--- src/sv/fce_pkg.sv ---
// Package of the framed convolutional encoder: sizes, register map,
// reset values and the parity and encode functions. Depends on nothing.
package fce_pkg;

  localparam int MAX_CONSTRAINT = 8;
  localparam int MAX_OUTPUTS    = 4;

  localparam int LEN_W     = 4;
  localparam int OUTS_W    = 3;
  localparam int FRAME_W   = 16;
  localparam int POLY_W    = 8;
  localparam int CODED_W   = 4;
  localparam int CFG_ADDR_W = 5;
  localparam int CFG_DATA_W = 32;

  typedef enum logic [2:0] {
    REG_CONSTRAINT  = 3'd0,
    REG_OUTPUTS     = 3'd1,
    REG_FRAME_LEN   = 3'd2,
    REG_POLY_ZERO   = 3'd3,
    REG_POLY_ONE    = 3'd4,
    REG_POLY_TWO    = 3'd5,
    REG_POLY_THREE  = 3'd6
  } cfg_reg_t;

  typedef logic [MAX_OUTPUTS-1:0][POLY_W-1:0] poly_set_t;

  localparam logic [LEN_W-1:0]   RST_CONSTRAINT = 4'd7;
  localparam logic [OUTS_W-1:0]  RST_OUTPUTS    = 3'd2;
  localparam logic [FRAME_W-1:0] RST_FRAME_LEN  = 16'd1024;
  localparam logic [POLY_W-1:0]  RST_POLY_ZERO  = 8'd121;
  localparam logic [POLY_W-1:0]  RST_POLY_ONE   = 8'd91;
  localparam logic [POLY_W-1:0]  RST_POLY_TWO   = 8'd0;
  localparam logic [POLY_W-1:0]  RST_POLY_THREE = 8'd0;

  // Clamp the constraint length to 2..MAX_CONSTRAINT.
  function automatic logic [LEN_W-1:0] eff_len(input logic [LEN_W-1:0] len);
    logic [LEN_W-1:0] l;
    l = len;
    if (l < LEN_W'(2)) l = LEN_W'(2);
    if (l > LEN_W'(MAX_CONSTRAINT)) l = LEN_W'(MAX_CONSTRAINT);
    return l;
  endfunction

  // Clamp the output count to 1..MAX_OUTPUTS.
  function automatic logic [OUTS_W-1:0] eff_outs(input logic [OUTS_W-1:0] n);
    logic [OUTS_W-1:0] m;
    m = n;
    if (m < OUTS_W'(1)) m = OUTS_W'(1);
    if (m > OUTS_W'(MAX_OUTPUTS)) m = OUTS_W'(MAX_OUTPUTS);
    return m;
  endfunction

  // Tap k of the history pairs with polynomial bit len-1-k.
  function automatic logic parity(input logic [POLY_W-1:0] poly,
                                  input logic [MAX_CONSTRAINT-1:0] hist,
                                  input logic [LEN_W-1:0] len);
    logic acc;
    logic [$clog2(POLY_W)-1:0] idx;
    acc = 1'b0;
    for (int k = 0; k < MAX_CONSTRAINT; k++) begin
      idx = $clog2(POLY_W)'(len - LEN_W'(1) - LEN_W'(k));
      if (LEN_W'(k) < len) acc = acc ^ (poly[idx] & hist[k]);
    end
    return acc;
  endfunction

  // Polynomial 0 lands at bit n-1; unused low bits stay zero.
  function automatic logic [CODED_W-1:0] encode(input logic [MAX_CONSTRAINT-1:0] hist,
                                                input poly_set_t polys,
                                                input logic [LEN_W-1:0] len,
                                                input logic [OUTS_W-1:0] n);
    logic [CODED_W-1:0] word;
    logic [$clog2(CODED_W)-1:0] pos;
    word = '0;
    for (int j = 0; j < MAX_OUTPUTS; j++) begin
      pos = $clog2(CODED_W)'(n - OUTS_W'(1) - OUTS_W'(j));
      if (OUTS_W'(j) < n) word[pos] = parity(polys[j], hist, len);
    end
    return word;
  endfunction

endpackage

--- src/sv/framed_convolutional_encoder.sv ---
// Framed rate 1/n convolutional encoder, top level.
// Depends on fce_pkg for sizes, register map and the encode function.
//
// Usage:
//   Input channel (in_valid/in_ready/in_data_bit) takes one information
//   bit per transfer. Result channel (out_valid/out_ready/out_coded_bits)
//   gives one coded word per input bit, polynomial 0 in bit n-1 and the
//   unused low bits zero.
//   The history shift, frame count and XOR parity of all polynomials are
//   done in the cycle of the input transfer and land in the result
//   register in the cycle after the transfer; one bit is taken every cycle as
//   long as the receiver keeps up; the result register is the only stage.
//   When the receiver stalls, the result is held and in_ready drops, so
//   the history only advances for bits whose result can be stored.
//   Reset (rst_n low, synchronous) empties the result register, clears the
//   history and frame position and loads the default code (K=7, rate 1/2,
//   polynomials 121 and 91, 1024-bit frames).
//   The APB-style port (cfg_*) reads and writes the seven registers at
//   byte addresses 0, 4, .. 24; pready is always high. Write only while
//   the encoder is idle. The history is cleared before the first bit of
//   each frame; no tail bits are sent.
module framed_convolutional_encoder
  import fce_pkg::*;
(
  input  logic                  clk,
  input  logic                  rst_n,
  // input channel
  input  logic                  in_valid,
  output logic                  in_ready,
  input  logic                  in_data_bit,
  // result channel
  output logic                  out_valid,
  input  logic                  out_ready,
  output logic [CODED_W-1:0]    out_coded_bits,
  // configuration port
  input  logic                  cfg_psel,
  input  logic                  cfg_penable,
  input  logic                  cfg_pwrite,
  input  logic [CFG_ADDR_W-1:0] cfg_paddr,
  input  logic [CFG_DATA_W-1:0] cfg_pwdata,
  output logic [CFG_DATA_W-1:0] cfg_prdata,
  output logic                  cfg_pready
);

  // configuration registers
  logic [LEN_W-1:0]   constraint_r;
  logic [OUTS_W-1:0]  outputs_r;
  logic [FRAME_W-1:0] frame_len_r;
  poly_set_t          polys_r;

  // encoder state
  logic [MAX_CONSTRAINT-1:0] hist_r, hist_nxt;
  logic [FRAME_W-1:0]        pos_r, pos_nxt;

  // result register
  logic               out_valid_r, out_valid_nxt;
  logic [CODED_W-1:0] coded_r, coded_nxt;

  logic     in_xfer;
  logic     out_xfer;
  logic     cfg_wr;
  cfg_reg_t reg_sel;

  assign reg_sel    = cfg_reg_t'(cfg_paddr[CFG_ADDR_W-1:2]);
  assign cfg_pready = 1'b1;
  assign cfg_wr     = cfg_psel & cfg_penable & cfg_pwrite & cfg_pready;

  // Take a new bit whenever the result register is empty or drains now.
  assign in_ready = ~out_valid_r | out_ready;
  assign in_xfer  = in_valid & in_ready;
  assign out_xfer = out_valid_r & out_ready;

  // Frame start: drop the history and restart the position before the
  // first bit of the next frame, then shift the new bit in at the bottom.
  always_comb begin
    hist_nxt      = hist_r;
    pos_nxt       = pos_r;
    coded_nxt     = coded_r;
    out_valid_nxt = out_valid_r;
    if (out_xfer) begin
      out_valid_nxt = 1'b0;
    end
    if (in_xfer) begin
      if (pos_r == frame_len_r) begin
        hist_nxt = {{(MAX_CONSTRAINT-1){1'b0}}, in_data_bit};
        pos_nxt  = FRAME_W'(1);
      end else begin
        hist_nxt = {hist_r[MAX_CONSTRAINT-2:0], in_data_bit};
        pos_nxt  = pos_r + FRAME_W'(1);
      end
      coded_nxt     = encode(hist_nxt, polys_r, eff_len(constraint_r), eff_outs(outputs_r));
      out_valid_nxt = 1'b1;
    end
  end

  always_ff @(posedge clk) begin
    if (!rst_n) begin
      hist_r      <= '0;
      pos_r       <= '0;
      out_valid_r <= 1'b0;
    end else begin
      hist_r      <= hist_nxt;
      pos_r       <= pos_nxt;
      out_valid_r <= out_valid_nxt;
    end
  end

  // Payload register: no reset needed.
  always_ff @(posedge clk) begin
    coded_r <= coded_nxt;
  end

  // Register writes; an address past the map is dropped.
  always_ff @(posedge clk) begin
    if (!rst_n) begin
      constraint_r <= RST_CONSTRAINT;
      outputs_r    <= RST_OUTPUTS;
      frame_len_r  <= RST_FRAME_LEN;
      polys_r[0]   <= RST_POLY_ZERO;
      polys_r[1]   <= RST_POLY_ONE;
      polys_r[2]   <= RST_POLY_TWO;
      polys_r[3]   <= RST_POLY_THREE;
    end else if (cfg_wr) begin
      case (reg_sel)
        REG_CONSTRAINT: constraint_r <= cfg_pwdata[LEN_W-1:0];
        REG_OUTPUTS:    outputs_r    <= cfg_pwdata[OUTS_W-1:0];
        REG_FRAME_LEN:  frame_len_r  <= cfg_pwdata[FRAME_W-1:0];
        REG_POLY_ZERO:  polys_r[0]   <= cfg_pwdata[POLY_W-1:0];
        REG_POLY_ONE:   polys_r[1]   <= cfg_pwdata[POLY_W-1:0];
        REG_POLY_TWO:   polys_r[2]   <= cfg_pwdata[POLY_W-1:0];
        REG_POLY_THREE: polys_r[3]   <= cfg_pwdata[POLY_W-1:0];
        default: begin
        end
      endcase
    end
  end

  // Read back, zero-extended.
  always_comb begin
    case (reg_sel)
      REG_CONSTRAINT: cfg_prdata = CFG_DATA_W'(constraint_r);
      REG_OUTPUTS:    cfg_prdata = CFG_DATA_W'(outputs_r);
      REG_FRAME_LEN:  cfg_prdata = CFG_DATA_W'(frame_len_r);
      REG_POLY_ZERO:  cfg_prdata = CFG_DATA_W'(polys_r[0]);
      REG_POLY_ONE:   cfg_prdata = CFG_DATA_W'(polys_r[1]);
      REG_POLY_TWO:   cfg_prdata = CFG_DATA_W'(polys_r[2]);
      REG_POLY_THREE: cfg_prdata = CFG_DATA_W'(polys_r[3]);
      default:        cfg_prdata = '0;
    endcase
  end

  assign out_valid      = out_valid_r;
  assign out_coded_bits = coded_r;

endmodule

--- config.mk ---
export PLATFORM = sky130hd
export DESIGN_NAME = framed_convolutional_encoder
export DESIGN_NICKNAME = d
export VERILOG_FILES = /design/src/sv/fce_pkg.sv /design/src/sv/framed_convolutional_encoder.sv
export SDC_FILE = /design/constraint.sdc
export NUM_CORES = 1
export LEC_CHECK = 0
export BUFFER_PORTS_ARGS = -buffer_cell sky130_fd_sc_hd__buf_4
export CAP_MARGIN = 30
export CORE_MARGIN = 1.5
export CORE_UTILIZATION = 30
export CTS_BUF_LIST = sky130_fd_sc_hd__clkbuf_8
export DETAILED_ROUTE_END_ITERATION = 16
export HOLD_SLACK_MARGIN = 0.02
export PLACE_DENSITY = 0.57
export SLEW_MARGIN = 40
export SYNTH_ARGS = -nofsm -noshare
export SYNTH_HDL_FRONTEND = slang
export SYNTH_SLANG_ARGS = --single-unit
--- constraint.sdc ---
create_clock -name clk -period 8.2 [get_ports clk]
set_input_delay 0 -clock clk [delete_from_list [all_inputs] [get_ports clk]]
set_output_delay 0 -clock clk [all_outputs]
set_load 0.05 [all_outputs]
==> impl_results.md <==
* Critical path arrival at ~4.6 ns
* Row Count at 51
* H-tree depth at 3
* Synth Area in Simple Gates at 0.214
* Mux cell area share after synthesis at 0.216
* Class of the worst hold path: in2reg
* Syn. warnings at 0
* Detailed Routing Iterations Pass 1 at 5
* Dpl hpwl at 12.5 mm
* Reg clk slew, reported paths at 0.09 ns
* GRT Total Usage at 0.165
* VDD IR max at 0.0703 mV
* Final min period at about 4.5 ns
* Total CTS buffers at 9
* Synth Flop Type: dfxtp_1
* Area share of the largest cell type after synthesis at 0.259
* Ratio of cells with drive above 1 in the final layout at 0.176
* Vias at 5120
* Die area at 0.0212 mm2
* Max_slew headroom at 0.481
* GP Congestion at between 0.8 and 0.9
* Post-synth cell types at 70
* Switching Power at 0.000264 W
* Max-Cap Viols at 0
* CTS Sinks at 83
* CP top delay family: XOR/XNOR gates
* Leading area contributor after synthesis: dfxtp_1
* Ratio of final minimum period to clock period at 0.549
* Fmax at approximately 220 MHz
* # DRC at 0
* Top cells by area, synth: dfxtp_1, mux4_2, mux2i_1
* Status: finished clean
* Share of power burned in registers at 0.481
* CP Cell Sequence: nand2b_4 -> nor2_8 -> ha_2 -> inv_1 -> buf_4 -> mux4_2 -> nand3_1 -> xnor2_1 -> xnor3_1 -> mux2i_1 -> xor2_1 -> o2bb2ai_1 -> a21oi_1
* Count of final setup violators at 0
* Crit-path max cell delay at 0.58 ns
* TritonCTS clock tree: done
* Fin Clk Skew at roughly 0.011 ns
* Post-synth EDFFs at 4
* Clk pwr share at 0.356
* Ports at 84
* Starting Density at 0.309
* Switching Share at 0.303
* Post-Syn Area at slightly above 0.006 mm2
* Fraction of registers with async set/reset at 0
* Vias in the first global route at around 4900
* Antenna cells at 0
* Die Span X at around 150 um
* Fin. Hold Viols at 0
* Largest family of logic cells by synthesized area: multiplexers
* Initial antenna violation count at 0
* CP max-delay cell: mux4_2
* Buf/Inv on CP at 2
* Core area at 0.0197 mm2
* Final net count at 780
* Worst-Skew Late Latency at 0.38 ns
* Synth Area in Adders at 0.0103
* Worst Tran Pin Value at 0.773 ns
* # fillers at 2057
* RSZ-0062 raised after global routing: no
* Layout area overhead at 14.7%
* Root buffer cell: clkbuf_8
* Combinational fraction of design power at 0.163
* First-pass GRT wire length at about 28 mm
* Setup Crit Path Kind: reg2reg
* Final Max Tran Viols at 0
* DRT Wirelength at 17.1 mm
* Port Buf Inserts at 48
* P_leak at 2.60 nW
* Data required, critical path at between 8 and 9 ns
* Cell-internal power at 0.000607 W
* Synth Area in XOR/XNOR at 0.0870
* GRT overflow at 0
* Wirelength per Cell at 17.1 um
* Worst hold slack at 0.0709 ns
* CTS Buffer Depth at 2
* Seq/Total Area, Yosys at 0.279
* Worst setup SP type: flip-flop
* Largest net degree at the start of global routing at 66
* Sum Neg Setup Slack at 0 ns
* Synth Area per Inst at just under 9 um2
* CP Capture Type: flip-flop
* Initial DRC count at 383
* Yosys reg bits at 83
* PD cells at ~120 mW/mm2
* Worst Path Max Fanout at 23
* ANT nets after route at 0
* Avg Vias per Cell at 5.12
* Die Y-Extent at roughly 150 um
* Post-synthesis cell count at 692
* Compound-Gate Fraction of Synth Area at 0.131
==> metrics by stage <==
step / setup WS (ns) / instance area (um2) / std cells / power (W) / utilization
after floorplan: 4.44 / 6150 / 707 / 0.000528 / -
after global placement: 3.51 / 6570 / 964 / 0.000561 / 0.333
after detailed placement: 3.46 / 6590 / 964 / 0.000562 / 0.334
after CTS: 3.44 / 6980 / 999 / 0.000880 / 0.354
after global routing: 3.42 / 6990 / 1000 / 0.000908 / 0.355
final: 3.70 / 6990 / 1000 / 0.000870 / 0.355
==> cell families (layout without fill, tap and decap cells) <==
group / Yosys count / after routing
and+or+nand+nor: 268 / 268
AOI/OAI and AO/OA: 115 / 115
muxes: 91 / 91
DFF: 83 / 83
buffers and inverters: 77 / 105
xor gates and xnor gates: 51 / 51
adders and majority gates: 5 / 5
other: 2 / 17
==> final timing paths <==
path	from	endpoint	slack, ns	depth (start not counted)
worst max-delay path	constraint_r[3]	out_coded_bits[0]	3.70	13
worst min-delay path	rst_n	constraint_r[0]	0.07	2
worst max register to register	constraint_r[3]	out_coded_bits[0]	3.70	13
worst min register to register	frame_len_r[8]	frame_len_r[8]	0.51	2
==> sequential cells by signal, summed over array words and instances (netlist names) <==
register        count
polys_r            32
hist_r              7
constraint_r        4
outputs_r           3
out_coded_bits      4
out_valid           1
frame_len_r        16
pos_r              16
==> what timing repair did <==
item,4_1_cts,5_1_grt
hold buffers,19,0
gates resized for setup,0,0
setup endpoints to repair,0,0
setup buffers,0,0
hold endpoints to repair,57,0
==> metal layers <==
layer,track usage,vias to the layer above,part of all wire
li1,-,2505,-
met2,0.248,148,0.45
met5,0,-,0
met4,0.0577,0,0.022
met1,0.237,2442,0.48
met3,0.0298,25,0.049
==> synth_stat cells (9+ instances only) <==
cell type  instances
mux2_2            14
nand4_1            9
nor2_1            36
nand3_1           26
clkbuf_1          29
xnor2_1           15
buf_4             17
a21boi_0          29
and2_1            11
a21oi_1           17
mux4_2            30
dfxtp_1           79
inv_1             18
nand2_1          112
o21ai_0           15
xor2_1            30
mux2i_1           46
nor2b_1           28
==> layout make-up <==
class	instances	area (um2)	share of cell area
Clock buffer	9	124	0.0177
Tap cell	265	332	0.0474
Timing Repair Buffer	70	573	0.0820
Sequential cell	83	1700	0.243
Clock inverter	7	75.1	0.0107
Inverter	19	76.3	0.0109
Multi-Input combinational cell	547	4110	0.588
==> power by group through the flow <==
| stage | Combinational [W] | Clock [W] | Sequential [W] |
|---|---|---|---|
| CTS | 0.000141 | 0.000319 | 0.000419 |
| detailed placement | 0.000134 | 0 | 0.000428 |
| global placement | 0.000133 | 0 | 0.000428 |
| floorplan | 0.0000960 | 0 | 0.000432 |
| finish | 0.000141 | 0.000310 | 0.000419 |
| global route | 0.000150 | 0.000337 | 0.000420 |
==> cells in the final DEF (no fill, tap or decap), types with 3 or more instances in the layout <==
cell type	n
nor3_1	4
inv_1	18
conb_1	17
inv_6	3
edfxtp_1	4
dfxtp_1	79
nand4_1	9
o22ai_1	5
a221oi_1	4
mux4_2	30
nand3_1	26
ha_1	4
a22oi_1	8
mux2_2	14
xor2_1	30
clkbuf_8	9
nand2_1	112
nor4_1	7
o21ai_0	15
nand2b_1	8
and2_1	11
xnor2_1	15
a21oi_1	17
a21boi_0	29
and3_1	7
a31oi_1	5
buf_4	51
o211ai_1	7
nor2_1	35
nor3b_1	3
mux2i_1	46
nor2b_1	28
dlygate4sd3_1	19
or3_1	4
Note: power is estimated with default switching activity, not from simulation.
